**src/hdl/assert_macros.svh**
```systemverilog
// ----------------------------------------------------------------------------
// Assertion macros
// Clocked concurrent assertion helpers shared by the RTL.
// ----------------------------------------------------------------------------
`ifndef ASSERT_MACROS_SVH
`define ASSERT_MACROS_SVH

// prop must hold at every rising edge outside reset
`define ASSERT_PROP(lbl, clk, rst_n, prop, msg) \
  lbl: assert property (@(posedge clk) disable iff (!rst_n) (prop)) else $error(msg);

// cond must never be true outside reset
`define ASSERT_NEVER(lbl, clk, rst_n, cond, msg) \
  `ASSERT_PROP(lbl, clk, rst_n, !(cond), msg)

`endif

```
**src/hdl/slel_pkg.sv**
```systemverilog
// ----------------------------------------------------------------------------
// slel_pkg
// Shared codes, command type and key map for the scancode line editor.
// ----------------------------------------------------------------------------
package slel_pkg;

  localparam logic [7:0] SC_HIGHEST   = 8'd57;
  localparam logic [7:0] SC_BACKSPACE = 8'h0E;
  localparam logic [7:0] SC_ENTER     = 8'h1C;

  localparam logic [1:0] KIND_ECHO    = 2'd0;
  localparam logic [1:0] KIND_ERASE   = 2'd1;
  localparam logic [1:0] KIND_NEWLINE = 2'd2;
  localparam logic [1:0] KIND_LINE    = 2'd3;

  typedef enum logic [1:0] {
    OP_ECHO,
    OP_ERASE,
    OP_NEWLINE
  } op_e;

  typedef struct packed {
    op_e        op;
    logic [7:0] ch;
  } cmd_t;

  // set-1 make code to ASCII; entries past code 57 are padding
  localparam logic [7:0] KEY_TABLE [64] = '{
    8'h3F, 8'h3F, 8'h31, 8'h32, 8'h33, 8'h34, 8'h35,
    8'h36, 8'h37, 8'h38, 8'h39, 8'h30, 8'h2D, 8'h3D,
    8'h3F, 8'h3F, 8'h51, 8'h57, 8'h45, 8'h52, 8'h54,
    8'h59, 8'h55, 8'h49, 8'h4F, 8'h50, 8'h5B, 8'h5D,
    8'h3F, 8'h3F, 8'h41, 8'h53, 8'h44, 8'h46, 8'h47,
    8'h48, 8'h4A, 8'h4B, 8'h4C, 8'h3B, 8'h27, 8'h60,
    8'h3F, 8'h5C, 8'h5A, 8'h58, 8'h43, 8'h56, 8'h42,
    8'h4E, 8'h4D, 8'h2C, 8'h2E, 8'h2F, 8'h3F, 8'h3F,
    8'h3F, 8'h20,
    8'h3F, 8'h3F, 8'h3F, 8'h3F, 8'h3F, 8'h3F
  };

endpackage

```
**src/hdl/scancode_line_editor_core.sv**
```systemverilog
// ----------------------------------------------------------------------------
// scancode_line_editor_core
// Set-1 scancode line editor: echo, erase, newline and line hand-off.
// ----------------------------------------------------------------------------
// Channel   Direction  Handshake             Payload
// input     in         push / full           scancode_i
// result    out        empty / pop           event_kind_o, character_o, last_of_run_o
//
// A scancode enters the command queue in the cycle it is accepted; codes above
// the make range are dropped there. The back part, while the output is free, takes one
// command a cycle or, after enter, hands the line out one character per cycle from the
// line store's registered read port. Reset empties the line and queues.
// Holding pop low holds the result register, then the queue fills and full rises.
// ----------------------------------------------------------------------------
module scancode_line_editor_core #(
  parameter int LINE_CAPACITY = 63
) (
  input  logic       clk_i,
  input  logic       rst_ni,
  input  logic       push,
  output logic       full,
  input  logic [7:0] scancode_i,
  output logic       empty,
  input  logic       pop,
  output logic [1:0] event_kind_o,
  output logic [7:0] character_o,
  output logic       last_of_run_o
);

  slel_pkg::cmd_t front_cmd, back_cmd;
  logic           front_push, q_full, q_empty, back_pop;

  slel_front u_front (
    .push       (push),
    .full       (full),
    .scancode_i (scancode_i),
    .cmd_push_o (front_push),
    .cmd_o      (front_cmd),
    .cmd_full_i (q_full)
  );

  slel_cmdq u_cmdq (
    .clk_i   (clk_i),
    .rst_ni  (rst_ni),
    .push_i  (front_push),
    .data_i  (front_cmd),
    .full_o  (q_full),
    .pop_i   (back_pop),
    .data_o  (back_cmd),
    .empty_o (q_empty)
  );

  slel_back #(
    .LINE_CAPACITY (LINE_CAPACITY)
  ) u_back (
    .clk_i         (clk_i),
    .rst_ni        (rst_ni),
    .cmd_empty_i   (q_empty),
    .cmd_i         (back_cmd),
    .cmd_pop_o     (back_pop),
    .empty         (empty),
    .pop           (pop),
    .event_kind_o  (event_kind_o),
    .character_o   (character_o),
    .last_of_run_o (last_of_run_o)
  );

endmodule

```
**src/hdl/slel_front.sv**
```systemverilog
// ----------------------------------------------------------------------------
// slel_front
// Accepts scancodes, drops codes above the make range, classifies the rest.
// ----------------------------------------------------------------------------
module slel_front (
  input  logic           push,
  output logic           full,
  input  logic [7:0]     scancode_i,
  output logic           cmd_push_o,
  output slel_pkg::cmd_t cmd_o,
  input  logic           cmd_full_i
);

  logic keep;

  assign keep       = scancode_i <= slel_pkg::SC_HIGHEST;
  assign full       = cmd_full_i;
  assign cmd_push_o = push && !cmd_full_i && keep;

  always_comb begin
    cmd_o.ch = slel_pkg::KEY_TABLE[scancode_i[5:0]];
    if (scancode_i == slel_pkg::SC_BACKSPACE) begin
      cmd_o.op = slel_pkg::OP_ERASE;
    end else if (scancode_i == slel_pkg::SC_ENTER) begin
      cmd_o.op = slel_pkg::OP_NEWLINE;
    end else begin
      cmd_o.op = slel_pkg::OP_ECHO;
    end
  end

endmodule

```
**src/hdl/slel_cmdq.sv**
```systemverilog
// ----------------------------------------------------------------------------
// slel_cmdq
// Two-entry command queue between the front and back parts.
// ----------------------------------------------------------------------------
module slel_cmdq (
  input  logic           clk_i,
  input  logic           rst_ni,
  input  logic           push_i,
  input  slel_pkg::cmd_t data_i,
  output logic           full_o,
  input  logic           pop_i,
  output slel_pkg::cmd_t data_o,
  output logic           empty_o
);

  slel_pkg::cmd_t mem_q [2];
  logic           wr_ptr_q, wr_ptr_d;
  logic           rd_ptr_q, rd_ptr_d;
  logic [1:0]     cnt_q, cnt_d;
  logic           do_push, do_pop;

  assign full_o  = cnt_q == 2'd2;
  assign empty_o = cnt_q == 2'd0;
  assign data_o  = mem_q[rd_ptr_q];
  assign do_push = push_i && !full_o;
  assign do_pop  = pop_i && !empty_o;

  always_comb begin
    wr_ptr_d = do_push ? !wr_ptr_q : wr_ptr_q;
    rd_ptr_d = do_pop ? !rd_ptr_q : rd_ptr_q;
    cnt_d    = cnt_q;
    if (do_push && !do_pop) begin
      cnt_d = cnt_q + 2'd1;
    end else if (do_pop && !do_push) begin
      cnt_d = cnt_q - 2'd1;
    end
  end

  always_ff @(posedge clk_i or negedge rst_ni) begin
    if (!rst_ni) begin
      wr_ptr_q <= 1'b0;
      rd_ptr_q <= 1'b0;
      cnt_q    <= 2'd0;
    end else begin
      wr_ptr_q <= wr_ptr_d;
      rd_ptr_q <= rd_ptr_d;
      cnt_q    <= cnt_d;
    end
  end

  always_ff @(posedge clk_i) begin
    if (do_push) begin
      mem_q[wr_ptr_q] <= data_i;
    end
  end

endmodule

```
**src/hdl/slel_back.sv**
```systemverilog
// ----------------------------------------------------------------------------
// slel_back
// Executes commands on the line store and drives the result register.
// ----------------------------------------------------------------------------
`include "assert_macros.svh"

module slel_back #(
  parameter int LINE_CAPACITY = 63
) (
  input  logic           clk_i,
  input  logic           rst_ni,
  input  logic           cmd_empty_i,
  input  slel_pkg::cmd_t cmd_i,
  output logic           cmd_pop_o,
  output logic           empty,
  input  logic           pop,
  output logic [1:0]     event_kind_o,
  output logic [7:0]     character_o,
  output logic           last_of_run_o
);

  localparam int AW = (LINE_CAPACITY > 1) ? $clog2(LINE_CAPACITY) : 1;
  localparam int LW = $clog2(LINE_CAPACITY + 1);
  localparam logic [LW-1:0] CapLen = LW'(LINE_CAPACITY);

  typedef enum logic {
    ST_IDLE,
    ST_DRAIN
  } state_e;

  state_e        state_q, state_d;
  logic [LW-1:0] len_q, len_d;
  logic [LW-1:0] idx_q, idx_d, idx_next;
  logic [7:0]    mem_q [LINE_CAPACITY];
  logic [7:0]    rdata_q;
  logic          rd_en, wr_en;
  logic [AW-1:0] rd_addr;
  logic          out_valid_q;
  logic          out_free;
  logic          load;
  logic [1:0]    ld_kind;
  logic [7:0]    ld_char;
  logic          ld_last;

  assign out_free  = !out_valid_q || pop;
  assign idx_next  = idx_q + LW'(1);
  assign empty     = !out_valid_q;

  always_comb begin
    state_d   = state_q;
    len_d     = len_q;
    idx_d     = idx_q;
    load      = 1'b0;
    ld_kind   = slel_pkg::KIND_ECHO;
    ld_char   = 8'h00;
    ld_last   = 1'b0;
    wr_en     = 1'b0;
    rd_en     = 1'b0;
    rd_addr   = '0;
    cmd_pop_o = 1'b0;
    case (state_q)
      ST_IDLE: begin
        if (!cmd_empty_i && out_free) begin
          cmd_pop_o = 1'b1;
          case (cmd_i.op)
            slel_pkg::OP_ERASE: begin
              if (len_q != '0) begin
                len_d   = len_q - LW'(1);
                load    = 1'b1;
                ld_kind = slel_pkg::KIND_ERASE;
                ld_last = 1'b1;
              end
            end
            slel_pkg::OP_NEWLINE: begin
              load    = 1'b1;
              ld_kind = slel_pkg::KIND_NEWLINE;
              ld_last = len_q == '0;
              if (len_q != '0) begin
                state_d = ST_DRAIN;
                idx_d   = '0;
                rd_en   = 1'b1;
              end
            end
            default: begin
              if (len_q < CapLen) begin
                wr_en   = 1'b1;
                len_d   = len_q + LW'(1);
                load    = 1'b1;
                ld_kind = slel_pkg::KIND_ECHO;
                ld_char = cmd_i.ch;
                ld_last = 1'b1;
              end
            end
          endcase
        end
      end
      ST_DRAIN: begin
        if (out_free) begin
          load    = 1'b1;
          ld_kind = slel_pkg::KIND_LINE;
          ld_char = rdata_q;
          ld_last = idx_next == len_q;
          if (idx_next == len_q) begin
            len_d   = '0;
            state_d = ST_IDLE;
          end else begin
            idx_d   = idx_next;
            rd_en   = 1'b1;
            rd_addr = idx_next[AW-1:0];
          end
        end
      end
      default: begin
        state_d = ST_IDLE;
      end
    endcase
  end

  always_ff @(posedge clk_i or negedge rst_ni) begin
    if (!rst_ni) begin
      state_q     <= ST_IDLE;
      len_q       <= '0;
      idx_q       <= '0;
      out_valid_q <= 1'b0;
    end else begin
      state_q <= state_d;
      len_q   <= len_d;
      idx_q   <= idx_d;
      if (load) begin
        out_valid_q <= 1'b1;
      end else if (pop) begin
        out_valid_q <= 1'b0;
      end
    end
  end

  always_ff @(posedge clk_i) begin
    if (load) begin
      event_kind_o  <= ld_kind;
      character_o   <= ld_char;
      last_of_run_o <= ld_last;
    end
  end

  always_ff @(posedge clk_i) begin
    if (wr_en) begin
      mem_q[len_q[AW-1:0]] <= cmd_i.ch;
    end
    if (rd_en) begin
      rdata_q <= mem_q[rd_addr];
    end
  end

  `ASSERT_PROP(a_len_cap, clk_i, rst_ni, len_q <= CapLen, "line length over capacity")
  `ASSERT_PROP(a_drain_idx, clk_i, rst_ni, (state_q == ST_DRAIN) |-> (idx_q < len_q),
               "drain index past line length")
  `ASSERT_NEVER(a_drain_nopop, clk_i, rst_ni, (state_q == ST_DRAIN) && cmd_pop_o,
                "command taken while draining")
  `ASSERT_PROP(a_drain_end, clk_i, rst_ni,
               (load && ld_kind == slel_pkg::KIND_LINE && ld_last) |=> (len_q == '0),
               "line not cleared after last character")

endmodule

```
**config.mk**
```make
export PLATFORM = sky130hd
export DESIGN_NAME = scancode_line_editor_core
export DESIGN_NICKNAME = d
export VERILOG_FILES = /design/src/hdl/slel_pkg.sv /design/src/hdl/scancode_line_editor_core.sv /design/src/hdl/slel_front.sv /design/src/hdl/slel_cmdq.sv /design/src/hdl/slel_back.sv
export VERILOG_INCLUDE_DIRS = /design/src /design/src/hdl
export SDC_FILE = /design/constraint.sdc
export NUM_CORES = 1
export LEC_CHECK = 0
export BUFFER_PORTS_ARGS = -buffer_cell sky130_fd_sc_hd__clkbuf_2
export CAP_MARGIN = 15
export CELL_PAD_IN_SITES_DETAIL_PLACEMENT = 1
export CELL_PAD_IN_SITES_GLOBAL_PLACEMENT = 1
export CORE_MARGIN = 8
export CORE_UTILIZATION = 53
export CTS_CLUSTER_DIAMETER = 60
export DETAILED_ROUTE_END_ITERATION = 6
export PLACE_DENSITY_LB_ADDON = 0.1
export SYNTH_ARGS = -nofsm -noshare
export SYNTH_HDL_FRONTEND = slang
export SYNTH_SLANG_ARGS = --single-unit
export TNS_END_PERCENT = 100
```
**constraint.sdc**
```tcl
create_clock -name clk_i -period 3.7 [get_ports clk_i]
set_input_delay 0.37 -clock clk_i [delete_from_list [all_inputs] [get_ports clk_i]]
set_output_delay 0.37 -clock clk_i [all_outputs]
set_load 0.01 [all_outputs]
```
* Yosys cells after proc, flatten, opt, wreduce, memory -nomap -nowiden
Memory sizes are Yosys's and may differ from the RTL's. A register that Yosys moved wholly into a read port is not among the register bits.
Index checks and enable logic that the tools add are counted.
** Operators by class
- Add/sub/neg operators :: 5
- $lt $le $gt $ge :: 3
- Equality and inequality tests :: 15
- Multiplexer cells :: 60
- Bitwise gates (word level) :: 2
- Reductions and logical operators :: 23
** Operators by type and width (count)
- 2-to-1 mux 6 bit :: 13
- 2-to-1 mux 8 bit :: 6
- one-hot mux 6 bit (2 select lines) :: 3
- 2-to-1 mux 1 bit :: 23
- one-hot mux 8 bit (2 select lines) :: 1
- adder 6 x 1 -> 6 bit (second input constant) :: 2
- 2-to-1 mux 2 bit :: 6
- one-hot mux 1 bit (2 select lines) :: 6
- inequality test 2 bit (second input constant) :: 5
- == test 8 x 4 -> 1 bit (second input constant) :: 1
- == test 8 x 5 -> 1 bit (second input constant) :: 1
- less-or-equal comparator 8 x 6 -> 1 bit (second input constant) :: 1
- one-hot mux 2 bit (2 select lines) :: 2
- >= comparator 7 bit (second input constant) :: 1
- logical AND 1 bit :: 7
- logical NOT 1 bit :: 7
- NOT 6 -> 7 bit :: 1
- == test 6 bit :: 1
- logical NOT 6 bit :: 1
- < comparator 6 bit (second input constant) :: 1
- inequality test 3 x 2 -> 1 bit (second input constant) :: 2
- AND reduction 6 bit :: 1
- nonzero test 6 bit :: 1
- subtractor 6 x 1 -> 6 bit (second input constant) :: 1
- other kinds (11) :: 14
** Word-level totals
- Register bits after elaboration :: 29
- Bits in writable memories :: 524
- ROM bits :: 512
- Bits of input ports :: 12
- Memories kept :: 3
** Memories
- (name not given) :: depth 64, width 8, rd ports 1, clocked after memory_dff 0, write ports 0, RTL line slel_front.sv:21 : cmd_o.ch = slel_pkg::KEY_TABLE[scancode_i[5:0]];
- u_back.mem_q :: depth 63, width 8, rd ports 1, clocked after memory_dff 1, write ports 1, RTL line slel_back.sv:34 : logic [7:0] mem_q [LINE_CAPACITY];
- u_cmdq.mem_q :: depth 2, width 10, rd ports 1, clocked after memory_dff 0, write ports 1, RTL line slel_cmdq.sv:16 : slel_pkg::cmd_t mem_q [2];

* Logic depth before layout (Yosys ltp)
Gate-level depths: netlist of the first run.
- Depth after elaboration :: 9
- Mapped depth :: 13
- Mapped depth without buffers :: 12

* By module
From an unflattened synthesis of the first run, not the netlist that was laid out.
** Second synthesis, totals
- Cells, all modules :: 1707
- Area, all modules :: 24248.3 um2
** By module, submodules not included
- slel_back :: instances 1, cells each 1542, area each 22537.9 um2, sequential area each 16055.4 um2
- slel_cmdq :: instances 1, cells each 50, area each 927.1 um2, sequential area each 700.7 um2
- slel_front :: instances 1, cells each 115, area each 783.3 um2, sequential area each 0.0 um2

* Worst setup path after synthesis of the first run
OpenSTA, ideal clock, no wires.
- Kind :: reg2reg
- Start :: register u_cmdq.rd_ptr_q
- End :: memory u_back.mem_q[50][0], in the netlist u_back.mem_q[25][0], enable pin
- Library setup time :: 0.390 ns
- Arrival :: 2.648 ns
- Data required time :: 3.310 ns
- Setup slack :: 0.662 ns
- Stages on the path, launching flop included :: 10
- Period minus slack after synthesis :: 3.038 ns
- Path through :: dfrtp_1 > clkbuf_1 > mux2i_1 > inv_1 > ha_1 > o21ai_0 > nor2_1 > buf_2 > nand2_1 > nor4_1
** On the way
- Cells in the longest elaborated chain, start to end :: 8
- Elaborated cells between the ends (all ways) :: 9
- Those cells by class :: eq/ne: 2; mux: 5; reduce/logical: 1; memory: 1
** RTL lines
- start: declaration :: RTL line slel_cmdq.sv:18 : logic rd_ptr_q, rd_ptr_d;
- start signal: assignment :: RTL line slel_cmdq.sv:46 : rd_ptr_q <= rd_ptr_d;
- memory read (2 x 10 bit) (*)
- == test 2 x 1 -> 1 bit / == test 2 bit (equally long branches) :: RTL line slel_back.sv:65 : case (cmd_i.op)
- OR reduction 2 bit (no source line) (*)
- 2-to-1 mux 1 bit (*) :: RTL line slel_back.sv:65
- 2-to-1 mux 1 bit (*) :: RTL line slel_back.sv:63 : if (!cmd_empty_i && out_free) begin
- 2-to-1 mux 1 bit (*) :: RTL line slel_back.sv:61 : case (state_q)
- 2-to-1 mux 1 bit (*) :: RTL line slel_back.sv:146 : if (wr_en) begin
- 2-to-1 mux 1 bit (not written as such) (*) :: RTL line slel_back.sv:147 : mem_q[len_q[AW-1:0]] <= cmd_i.ch;
- end: declaration :: RTL line slel_back.sv:34
Every way passes the cells marked *; elsewhere a longest branch is shown, timed or not.

* Worst setup path after layout of the first run
- Start :: register u_back.idx_q[0]
- End :: register u_back.rdata_q[3] (read register of u_back.mem_q) (data pin)
** On the way
- Cells in the longest elaborated chain, start to end :: 5
- Elaborated cells between the ends (all ways) :: 8
- Those cells by class :: add/sub: 1; eq/ne: 1; mux: 6
** RTL lines
- start: declaration :: RTL line slel_back.sv:33 : logic [LW-1:0] idx_q, idx_d, idx_next;
- start signal: assignment :: RTL line slel_back.sv:128 : idx_q <= idx_d;
- adder 6 x 1 -> 6 bit (*) :: RTL line slel_back.sv:46 : assign idx_next = idx_q + LW'(1);
- == test 6 bit :: RTL line slel_back.sv:103 : if (idx_next == len_q) begin
- 2-to-1 mux 1 bit / 2-to-1 mux 6 bit (equally long branches) :: RTL line slel_back.sv:103
- 2-to-1 mux 1 bit / 2-to-1 mux 6 bit (equally long branches) :: RTL line slel_back.sv:98 : if (out_free) begin
- one-hot mux 1 bit (2 select lines) / 2-to-1 mux 6 bit (equally long branches) :: RTL line slel_back.sv:61
- end: declaration :: RTL line slel_back.sv:35 : logic [7:0] rdata_q;
Marks and branches as above.
A chain may end at the register's enable or synchronous reset.

==> metrics.md, run 1 <==
| Metric | Value |
|---|---|
| WHS Path Cells | `4` |
| IR drop worst, VDD | `0.704 mV` |
| Mean number of vias per cell | `6.46` |
| FP Rows | `73` |
| R2R cell count | `11` |
| Drt wl/cell | `29.7 um` |
| Setup ws final | `93.8 ps` |
| Crit-path most repeated cell | `buf_4` |
| Clock-pin transition on the worst setup and hold timing paths | `60 ps` |
| Clk root buf | `clkbuf_16` |
| I/O Buffers | `23` |
| Post-Route WL | `64.6 mm` |
| Htree depth | `2` |
| Layout Skew | `33.9 ps` |
| Leak | `8.21 nW` |
| DP HPWL | `42.3 mm` |
| Die Span Y | `217 um` |
| Via count | `14100` |
| Final hold viol count | `0` |
| Fmax | `277 MHz` |
| Die ar. | `46900 um2` |
| Worst path cell trace | `ha_2 > buf_4 > inv_1 > buf_4 > a21oi_1 > o21ai_1 > buf_4 > a222oi_1 > nand2_1 > a32oi_1 > o22ai_1` |
| Synth unique cells | `81` |
| Finished Layout Cells | `2175` |
| Average size of a mapped cell | `14.0 um2` |
| Die X | `217 um` |
| Crit path largest cell delay | `520 ps` |
| Fin crit period | `3610 ps` |
| Core area | `39700 um2` |
| Cells after DPL | `2079` |
| Largest net degree at the start of global routing | `134` |
| Most used DFF post-synth | `edfxtp_1` |
| Area grow syn2layout | `13.9%` |
| Total GRT Usage | `27.3%` |
| EDFF count, synth | `476` |
| Max-cap viol count | `0` |
| Slew margin rel. | `30.6%` |
| Initial Util | `53.7%` |
| Clk_lat worst skew | `620 ps` |
| Status | `complete, no violations` |
| Total gr overflow | `0` |
| Synth warn | `0` |
| Slowest cell on crit path | `dfrtp_4` |
| Clock Path Buffers | `3` |
| Period utilization | `97.5%` |
| Register area share after synthesis | `69.1%` |
| Synth Instances | `1519` |
| Share of cells above drive strength 1 | `18.0%` |
| Global-route wire length before repair | `95.9 mm` |
| Critical path type | `reg -> reg` |
| Post-DRT Antenna Nets | `0` |
| Final Wtd Congestion | `0.922` |
| Fill count | `3774` |
| Max FO, Critical Path | `16` |
| Hold Path Class | `in -> reg` |
| Setup-failing EPs final | `0` |
| DR pass1 iterations | `6` |
| Syn_nets | `1552` |
| Max Slew Vio Count | `0` |
| Drt drc | `0` |
| RSZ-0062 raised after global routing | `yes` |
| Postcts setup bufs | `0` |
| CTS sink count | `494` |
| Initial antenna violation count | `0` |
| Most frequent cells in the layout | `476 x edfxtp_1, 146 x nor2_1, 101 x buf_4, 99 x nand2_1, 78 x o21ai_0` |
| Worst-Margin Slew | `1040 ps` |
| Final nets | `1641` |
| Ys async rst share | `3.64%` |
| Cts bufs inserted | `51` |
| Mapped Area | `21300 um2` |
| CTS tree | `built` |
| Drt initial violations | `1627` |
| # IOs | `25` |
| Critical path required time | `4020 ps` |
| Pwr/cell area | `827 nW/um2` |
| CP endpoint kind | `flip-flop` |
| Number of synthesized register bits | `494` |
| Final core occ | `61.2%` |
| Commonest non-fill, non-tap cell in the layout | `edfxtp_1` |
| Critical path arrival | `3930 ps` |
| Vias in the first global route | `14500` |
| Startpoint Class | `flip-flop` |
| Post-place setup slack | `-51.7 ps` |
-- worst max-delay path: cells and delay by family (launching register included) --
kind | cells | cell delay [ps]
compound gates | 5 | 1440
buf+inv | 4 | 900
simple gates | 1 | 120
fa+ha+maj | 1 | 340
flops | 1 | 520
-- state kept, by name, summed over array words and instances, names as in the netlist, 2 cells and up --
signal and flops:
u_back.len_q 6, u_back.idx_q 6, u_back.event_kind_o 2, u_back.character_o 7, u_back.rdata_q 7, u_cmdq.mem_q 18, u_cmdq.cnt_q 2, u_back.mem_q 441
-- final cells by class --
type / instances / area, um2 / area share, %
Antenna cell: 1 / 2.50 / 0.0103
Clock buffer: 62 / 1320 / 5.42
Clock inverter: 32 / 355 / 1.46
Inverter: 23 / 86.3 / 0.355
Multi-Input combinational cell: 907 / 6140 / 25.3
Sequential cell: 494 / 14700 / 60.7
Tap cell: 525 / 657 / 2.70
Timing Repair Buffer: 131 / 1000 / 4.13
-- logic make-up (layout without fill, tap and decap cells) --
| logic type | Yosys count | after routing | synth area share [%] |
|---|---|---|---|
| xor gates and xnor gates | 25 | 25 | 1.23 |
| buffers and inverters | 118 | 248 | 2.46 |
| muxes | 111 | 111 | 5.61 |
| AOI/OAI and AO/OA | 398 | 398 | 13.1 |
| DFF | 494 | 494 | 69.1 |
| and+or+nand+nor | 351 | 351 | 7.27 |
| adders and majority gates | 21 | 21 | 1.27 |
| other | 1 | 2 | 0.0176 |
-- what timing repair did --
| action | in CTS | in global routing |
|---|---|---|
| endpoints found under the hold margin | 18 | 0 |
| setup endpoints to repair | 3 | 29 |
| hold buffers | 1 | 0 |
| resized for setup | 4 | 3 |
-- power breakdown --
group	switching [mW]	internal, mW	total [mW]
sequential	0.198	6.89	7.09
clock	2.18	3.04	5.22
combinational	5.38	2.41	7.78
total	7.76	12.3	20.1
-- metal layers --
layer	wire length (um)	vias up	global-route usage, %
met5	0	-	0
met2	30900	658	44.0
li1	-	6091	-
met1	26200	7156	36.6
met3	4880	147	5.33
met4	2530	0	10.1
-- stage by stage --
stage / setup TNS [ps] / cell area, um2 / total power [mW] / hold slack (ps)
2_1_floorplan: 0 / 21300 / 11.7 / 74.4
3_3_place_gp: 0 / 22600 / 14.5 / 361
3_5_place_dp: -68.1 / 22600 / 14.7 / 363
4_1_cts: 0 / 24300 / 20.0 / 185
5_1_grt: -651 / 24300 / 20.7 / 234
6_report: 0 / 24300 / 20.1 / 198
-- final timing paths --
check | startpoint | end | slack, ps
worst min register to register | u_cmdq.cnt_q[1]$_DFFE_PN0P_ | u_cmdq.cnt_q[1]$_DFFE_PN0P_ | 500
max in group asynchronous | rst_ni | u_back.idx_q[0]$_DFFE_PN0P_ | 3000
min in group asynchronous | rst_ni | u_back.idx_q[4]$_DFFE_PN0P_ | 280
worst min-delay path | push | u_cmdq.wr_ptr_q$_DFFE_PN0P_ | 200
worst max-delay path | u_back.idx_q[0]$_DFFE_PN0P_ | u_back.rdata_q[3]$_DFFE_PP_ | 90
worst max register to register | u_back.idx_q[0]$_DFFE_PN0P_ | u_back.rdata_q[3]$_DFFE_PP_ | 90
-- synthesized netlist by cell type, drive strengths merged (5+ instances only) --
library cell / instances / share of area [%]
nor4: 5 / 0.18
nor2b: 16 / 0.47
clkbuf: 44 / 0.78
nor2: 149 / 2.7
o2111ai: 6 / 0.28
edfxtp: 476 / 67
o21ai: 94 / 2.3
a31oi: 11 / 0.32
nor3: 25 / 0.61
a21o: 8 / 0.28
o22ai: 27 / 0.79
xor2: 8 / 0.33
nand2: 99 / 1.7
o32ai: 5 / 0.24
a32oi: 5 / 0.21
mux2: 58 / 3.1
buf: 51 / 1.3
a221oi: 14 / 0.66
inv: 21 / 0.37
mux2i: 52 / 2.4
a222oi: 10 / 0.47
o221ai: 9 / 0.37
o211ai: 19 / 0.82
or3: 5 / 0.15
dfrtp: 18 / 2.1
ha: 20 / 1.2
o311ai: 13 / 0.53
a22oi: 18 / 0.63
xnor2: 14 / 0.57
a22o: 7 / 0.29
nand3: 18 / 0.45
a211oi: 30 / 1.2
nand2b: 20 / 0.59
a21oi: 80 / 1.9
a2bb2oi: 8 / 0.33
Power figures use the tool's default switching activity.
==> run 2: changes to the inputs <==
--- a/config.mk
+++ b/config.mk
@@ -14,6 +14,7 @@
 export CORE_UTILIZATION = 53
 export CTS_CLUSTER_DIAMETER = 60
 export DETAILED_ROUTE_END_ITERATION = 6
+export HOLD_SLACK_MARGIN = 0.02
 export PLACE_DENSITY_LB_ADDON = 0.1
 export SYNTH_ARGS = -nofsm -noshare
 export SYNTH_HDL_FRONTEND = slang
==> constraint.sdc (replaced) <==
create_clock -name clk_i -period 4 [get_ports clk_i]
set_input_delay 0.4 -clock clk_i [delete_from_list [all_inputs] [get_ports clk_i]]
set_output_delay 0.4 -clock clk_i [all_outputs]
set_load 0.01 [all_outputs]
==> run 2 against run 1 <==
Cell count is 1.4% lower. Combinational power decreased by 11%. Largest cell class unchanged. Via count decreased by 1.4%. Flip-flop and latch count did not move.
==> metrics.md, run 2 (same netlist as run 1, synthesis figures left out) <==
| Metric | Value |
|---|---|
| Status | `complete, no violations` |
| CP endpoint kind | `flip-flop` |
| Fill count | `3790` |
| # IOs | `25` |
| Max FO, Critical Path | `10` |
| Largest net degree at the start of global routing | `70` |
| Setup-failing EPs final | `0` |
| Max-cap viol count | `0` |
| Critical path arrival | `4200 ps` |
| Slew margin rel. | `27.1%` |
| Register Area | `14700 um2` |
| RSZ-0062 raised after global routing | `yes` |
| Worst-Margin Slew | `1090 ps` |
| Worst Setup SP | `u_back.idx_q[0]$_DFFE_PN0P_` |
| Final hold viol count | `0` |
| Die X | `217 um` |
| TNS Setup | `0 ps` |
| Fin crit period | `3870 ps` |
| Initial antenna violation count | `0` |
| Antenna cells | `0` |
| DR pass1 iterations | `7` |
| Most flop-heavy register | `u_back.mem_q` |
| Die Span Y | `217 um` |
| Die ar. | `46900 um2` |
| Comb pwr share | `38.3%` |
| Initial Util | `53.7%` |
| CTS sink count | `494` |
| Switch Pwr | `6.99 mW` |
| Core area | `39700 um2` |
| Hold Path Class | `in -> reg` |
| FP Rows | `73` |
| Drt wl/cell | `29.1 um` |
| IR drop worst, VDD | `0.375 mV` |
| Mean number of vias per cell | `6.46` |
| Critical path required time | `4330 ps` |
| Startpoint Class | `flip-flop` |
| Commonest non-fill, non-tap cell in the layout | `edfxtp_1` |
| Clk_lat worst skew | `600 ps` |
| Pwr/cell area | `751 nW/um2` |
| Critical path type | `reg -> reg` |
| Via count | `13800` |
| Fmax | `258 MHz` |
| Finished Layout Cells | `2145` |
| DP HPWL | `41.1 mm` |
| Htree depth | `2` |
| Multi-input combinational cell area | `6120 um2` |
| Drt initial violations | `1380` |
| Clk root buf | `clkbuf_16` |
| Setup ws final | `131 ps` |
| Clock-pin transition on the worst setup and hold timing paths | `70 ps` |
| I/O Buffers | `23` |
| Switching share of total power | `38.9%` |
| Hold Startpoint | `push` |
| Internal power | `11.0 mW` |
| Postcts setup bufs | `0` |
| Number of flip-flops under the largest register name | `441` |
| CTS tree | `built` |
| Total gr overflow | `0` |
| Max Slew Vio Count | `0` |
| Clock Path Buffers | `3` |
| Drt drc | `0` |
| Post-Route WL | `62.4 mm` |
| Leak | `7.99 nW` |
| Biggest regs | `u_back.mem_q x441, u_cmdq.mem_q x18` |
| Total power | `18.0 mW` |
| Worst r2r src | `u_back.idx_q[0]$_DFFE_PN0P_` |
| Total GRT Usage | `26.4%` |
| Post-place setup slack | `94.8 ps` |
| Layout Skew | `22.3 ps` |
| Post-DRT Antenna Nets | `0` |
| Clock power share | `25.1%` |
| Sequential power share | `36.6%` |
| Period utilization | `96.7%` |
| Cts bufs inserted | `50` |
| Share of cells above drive strength 1 | `16.0%` |
| Final nets | `1612` |
| Area grow syn2layout | `12.1%` |
| Most frequent cells in the layout | `476 x edfxtp_1, 147 x nor2_1, 99 x nand2_1, 78 x o21ai_0, 77 x a21oi_1` |
| Vias in the first global route | `14500` |
| Final Wtd Congestion | `0.947` |
| Cells after DPL | `2050` |
| Global-route wire length before repair | `92.9 mm` |
## run 2: routing by layer
layer,global-route usage (%),vias to the layer above,wire (um)
met3,5.28,150,5050
met5,0,-,0
li1,-,6015,-
met4,11.2,0,2480
met1,34.8,7035,25100
met2,42.5,649,29700
## run 2: final timing paths
kind	endpoint	slack [ps]	cells past startpoint
hold reg to reg	u_cmdq.cnt_q[1]$_DFFE_PN0P_	510	1
max in group asynchronous	u_back.idx_q[0]$_DFFE_PN0P_	3240	2
setup / recovery	u_back.rdata_q[5]$_DFFE_PP_	130	9
min in group asynchronous	u_cmdq.cnt_q[0]$_DFFE_PN0P_	340	2
setup reg to reg	u_back.rdata_q[5]$_DFFE_PP_	130	9
hold / removal	u_cmdq.wr_ptr_q$_DFFE_PN0P_	230	4
## run 2: worst max-delay path, cell delays in order (launching register included)
cell and delay, ps:
dfrtp_4 510, ha_1 340, xor3_1 410, nor3_2 180, and3_1 520, a21oi_2 280, a222oi_1 510, nand2_1 100
a32oi_1 590, o22ai_1 160
## run 2: final cells by class
cell class                      instances  share of cell area, %
Sequential cell                       494                   61.6
Multi-Input combinational cell        908                   25.6
Clock buffer                           61                   5.49
Timing Repair Buffer                  102                   3.18
Tap cell                              525                   2.74
Clock inverter                         32                   1.02
Inverter                               23                  0.361
## run 2: power groups by stage
| stage | logic (mW) | registers [mW] | clock network (mW) |
|---|---|---|---|
| detailed placement | 6.73 | 6.68 | 0 |
| global placement | 6.57 | 6.67 | 0 |
| global route | 7.25 | 6.60 | 4.73 |
| CTS | 6.77 | 6.58 | 4.56 |
| finish | 6.89 | 6.58 | 4.51 |
| floorplan | 4.22 | 6.60 | 0 |
## run 2: metrics by stage
stage | utilization [%] | hold WS, ps | area (um2)
3_3_place_gp | 56.2 | 405 | 22300
6_report | 60.2 | 230 | 23900
5_1_grt | 60.2 | 252 | 23900
4_1_cts | 60.2 | 206 | 23900
3_5_place_dp | 56.2 | 413 | 22300
2_1_floorplan | - | 104 | 21300
## run 2: what timing repair did
item	CTS	global route
gates resized for setup	0	2
setup endpoints to repair	0	2
hold buffers	1	0
endpoints found under the hold margin	18	0
==> run 3: changes to the inputs <==
--- a/config.mk
+++ b/config.mk
@@ -6,12 +6,13 @@
 export SDC_FILE = /design/constraint.sdc
 export NUM_CORES = 1
 export LEC_CHECK = 0
+export ABC_AREA = 1
 export BUFFER_PORTS_ARGS = -buffer_cell sky130_fd_sc_hd__clkbuf_2
 export CAP_MARGIN = 15
 export CELL_PAD_IN_SITES_DETAIL_PLACEMENT = 1
 export CELL_PAD_IN_SITES_GLOBAL_PLACEMENT = 1
 export CORE_MARGIN = 8
-export CORE_UTILIZATION = 53
+export CORE_UTILIZATION = 51
 export CTS_CLUSTER_DIAMETER = 60
 export DETAILED_ROUTE_END_ITERATION = 6
 export HOLD_SLACK_MARGIN = 0.02
==> run 3 against run 2 <==
Clock power rose by 8.4%. Setup slack improved by 180 ps. Fmax increased by 5.0%. Die area up 11%. Register-to-register slack improved by 180 ps. Clock skew down 6.0 ps. Synthesized cell count rose by 48%. Global-route usage increased by 0.41 points. Final area grew 7.7%. Sequential share of layout area shrank 4.4 points. Combinational power rose by 6.7%. Critical path type unchanged.
==> metrics.md, run 3 <==
| Metric | Value |
|---|---|
| Status | `complete, no violations` |
| Number of synthesized register bits | `494` |
| DR pass1 iterations | `5` |
| Max-cap viol count | `0` |
| Number of flip-flops under the largest register name | `441` |
| Pwr/cell area | `736 nW/um2` |
| Critical path arrival | `4050 ps` |
| Most flop-heavy register | `u_back.mem_q` |
| Period utilization | `92.1%` |
| Synth warn | `0` |
| Count leader, synth | `edfxtp_1` |
| Post-place setup slack | `395 ps` |
| Setup-failing EPs final | `0` |
| Hold Path Class | `in -> reg` |
| Clk root buf | `clkbuf_16` |
| Yosys top cell area share | `62.1%` |
| Biggest regs | `u_back.mem_q x441, u_cmdq.mem_q x18` |
| Htree depth | `2` |
| Slew margin rel. | `16.2%` |
| CTS sink count | `494` |
| WL met2 | `33.9 mm` |
| Synth unique cells | `43` |
| Max FO, Critical Path | `156` |
| Critical path required time | `4360 ps` |
| Top cells by count, synth | `476 x edfxtp_1, 376 x nand3_1, 330 x inv_1, 288 x nand2_1, 246 x nor2_1` |
| Synth Instances | `2248` |
| FP Rows | `78` |
| Antenna cells | `0` |
| DP HPWL | `43.8 mm` |
| Drt initial violations | `1835` |
| Final Wtd Congestion | `0.889` |
| Cts bufs inserted | `53` |
| Mean number of vias per cell | `5.91` |
| Average size of a mapped cell | `10.2 um2` |
| Cell taking the most area after synthesis | `edfxtp_1` |
| Syn_nets | `2281` |
| Post-Route WL | `71.3 mm` |
| Critical path type | `reg -> reg` |
| Global-route wire length before repair | `109 mm` |
| I/O Buffers | `23` |
| Wire length on met3 | `4.43 mm` |
| Setup ws final | `314 ps` |
| Worst-Margin Slew | `1260 ps` |
| IR drop worst, VDD | `0.661 mV` |
| Register area share after synthesis | `64.1%` |
| Die ar. | `52200 um2` |
| Die Span Y | `228 um` |
| Most used DFF post-synth | `edfxtp_1` |
| Postcts setup bufs | `0` |
| Via count | `17300` |
| Drt drc | `0` |
| Initial antenna violation count | `0` |
| Hold-fix buffers, CTS | `1` |
| # IOs | `25` |
| Total GRT Usage | `26.8%` |
| Core area | `45000 um2` |
| Final nets | `2325` |
| Commonest non-fill, non-tap cell in the layout | `edfxtp_1` |
| TNS Setup | `0 ps` |
| Most frequent cells in the layout | `476 x edfxtp_1, 376 x nand3_1, 330 x inv_1, 281 x nand2_1, 246 x nor2_1` |
| CTS-repair resized insts | `0` |
| Main area contributors after synthesis | `edfxtp_1 62%, nand3_1 8.2%, inv_1 5.4%` |
| Fmax | `271 MHz` |
| Final hold viol count | `0` |
| Max Slew Vio Count | `0` |
| Drt wl/cell | `24.3 um` |
| Fin crit period | `3690 ps` |
| Area grow syn2layout | `12.0%` |
| Clock-pin transition on the worst setup and hold timing paths | `60 ps` |
| EDFF count, synth | `476` |
| Max Used Layer | `met4` |
| RSZ-0062 raised after global routing | `no` |
| Clock Path Buffers | `3` |
| Mapped Area | `23000 um2` |
| Ys async rst share | `3.64%` |
| Layout Skew | `16.3 ps` |
| Leak | `10.5 nW` |
| Die X | `228 um` |
| Initial Util | `51.1%` |
| Metal-1 WL | `30.7 mm` |
| Vias in the first global route | `17900` |
| Largest net degree at the start of global routing | `157` |
| Total gr overflow | `0` |
| Share of cells above drive strength 1 | `11.2%` |
| CP endpoint kind | `flip-flop` |
| Clk_lat worst skew | `610 ps` |
| CTS tree | `built` |
| Post-DRT Antenna Nets | `0` |
| Startpoint Class | `flip-flop` |
[run 3: final timing paths]
kind	cells past startpoint	endpoint	start	slack, ps
setup / recovery	16	u_back.rdata_q[3]$_DFFE_PP_	u_back.idx_q[0]$_DFFE_PN0P_	310
max in group asynchronous	2	u_back.len_q[5]$_DFFE_PN0P_	rst_ni	3300
min in group asynchronous	2	u_cmdq.cnt_q[0]$_DFFE_PN0P_	rst_ni	320
hold reg to reg	1	u_cmdq.cnt_q[0]$_DFFE_PN0P_	u_cmdq.cnt_q[0]$_DFFE_PN0P_	500
setup reg to reg	16	u_back.rdata_q[3]$_DFFE_PP_	u_back.idx_q[0]$_DFFE_PN0P_	310
hold / removal	3	u_cmdq.mem_q[1][4]$_DFFE_PP_	scancode_i[5]	190
[run 3: cell type report]
cell class                 instances  area (um2)
clock buffer                      66        1380
clock inverter                    31         317
fill                            4899       19200
inverter                         340        1280
multi-input combinational       1278        6320
sequential                       494       14700
tap                              600         751
timing repair buffer             125         983
[run 3: power by group]
group / internal [mW] / leakage [nW] / switching [mW]
sequential: 6.55 / 4.54 / 0.176
clock: 2.82 / 0.820 / 2.06
combinational: 1.84 / 5.12 / 5.51
[run 3: kinds of logic after synthesis]
family	share of synthesized area, %
AOI/OAI and AO/OA	2.77
DFF	64.1
buffers and inverters	8.53
xor gates and xnor gates	0.190
other	0.0163
and+or+nand+nor	23.2
adders and majority gates	1.17
[run 3: per-layer routing]
metal	up-vias	global-route usage, %
met5	-	0
li1	7786	-
met2	612	43.6
met4	0	9.08
met1	8799	36.3
met3	151	4.59
[run 3: critical path, stage by stage, from the launching register on]
cell	delay, ps
dfrtp_1	470
ha_1	410
inv_1	210
nand2_1	80
nand2_1	80
nor2_1	40
nand2_1	80
nor2_2	60
nand3_4	170
buf_12	540
nand4_1	230
nand3_1	160
nand3_1	110
nand3_1	100
nand3_1	280
nand3_1	200
nand2_1	60
[run 3: stage by stage]
stage          hold WS (ps)  instances  cell area, um2  util, %  power (mW)
6_report                188       2934           25800     57.3        19.0
3_5_place_dp            415       2836           24100     53.5        14.1
3_3_place_gp            410       2836           24100     53.5        13.9
2_1_floorplan           104       2248           23000        -        11.4
5_1_grt                 210       2934           25800     57.3        19.8
4_1_cts                 169       2934           25800     57.3        19.0
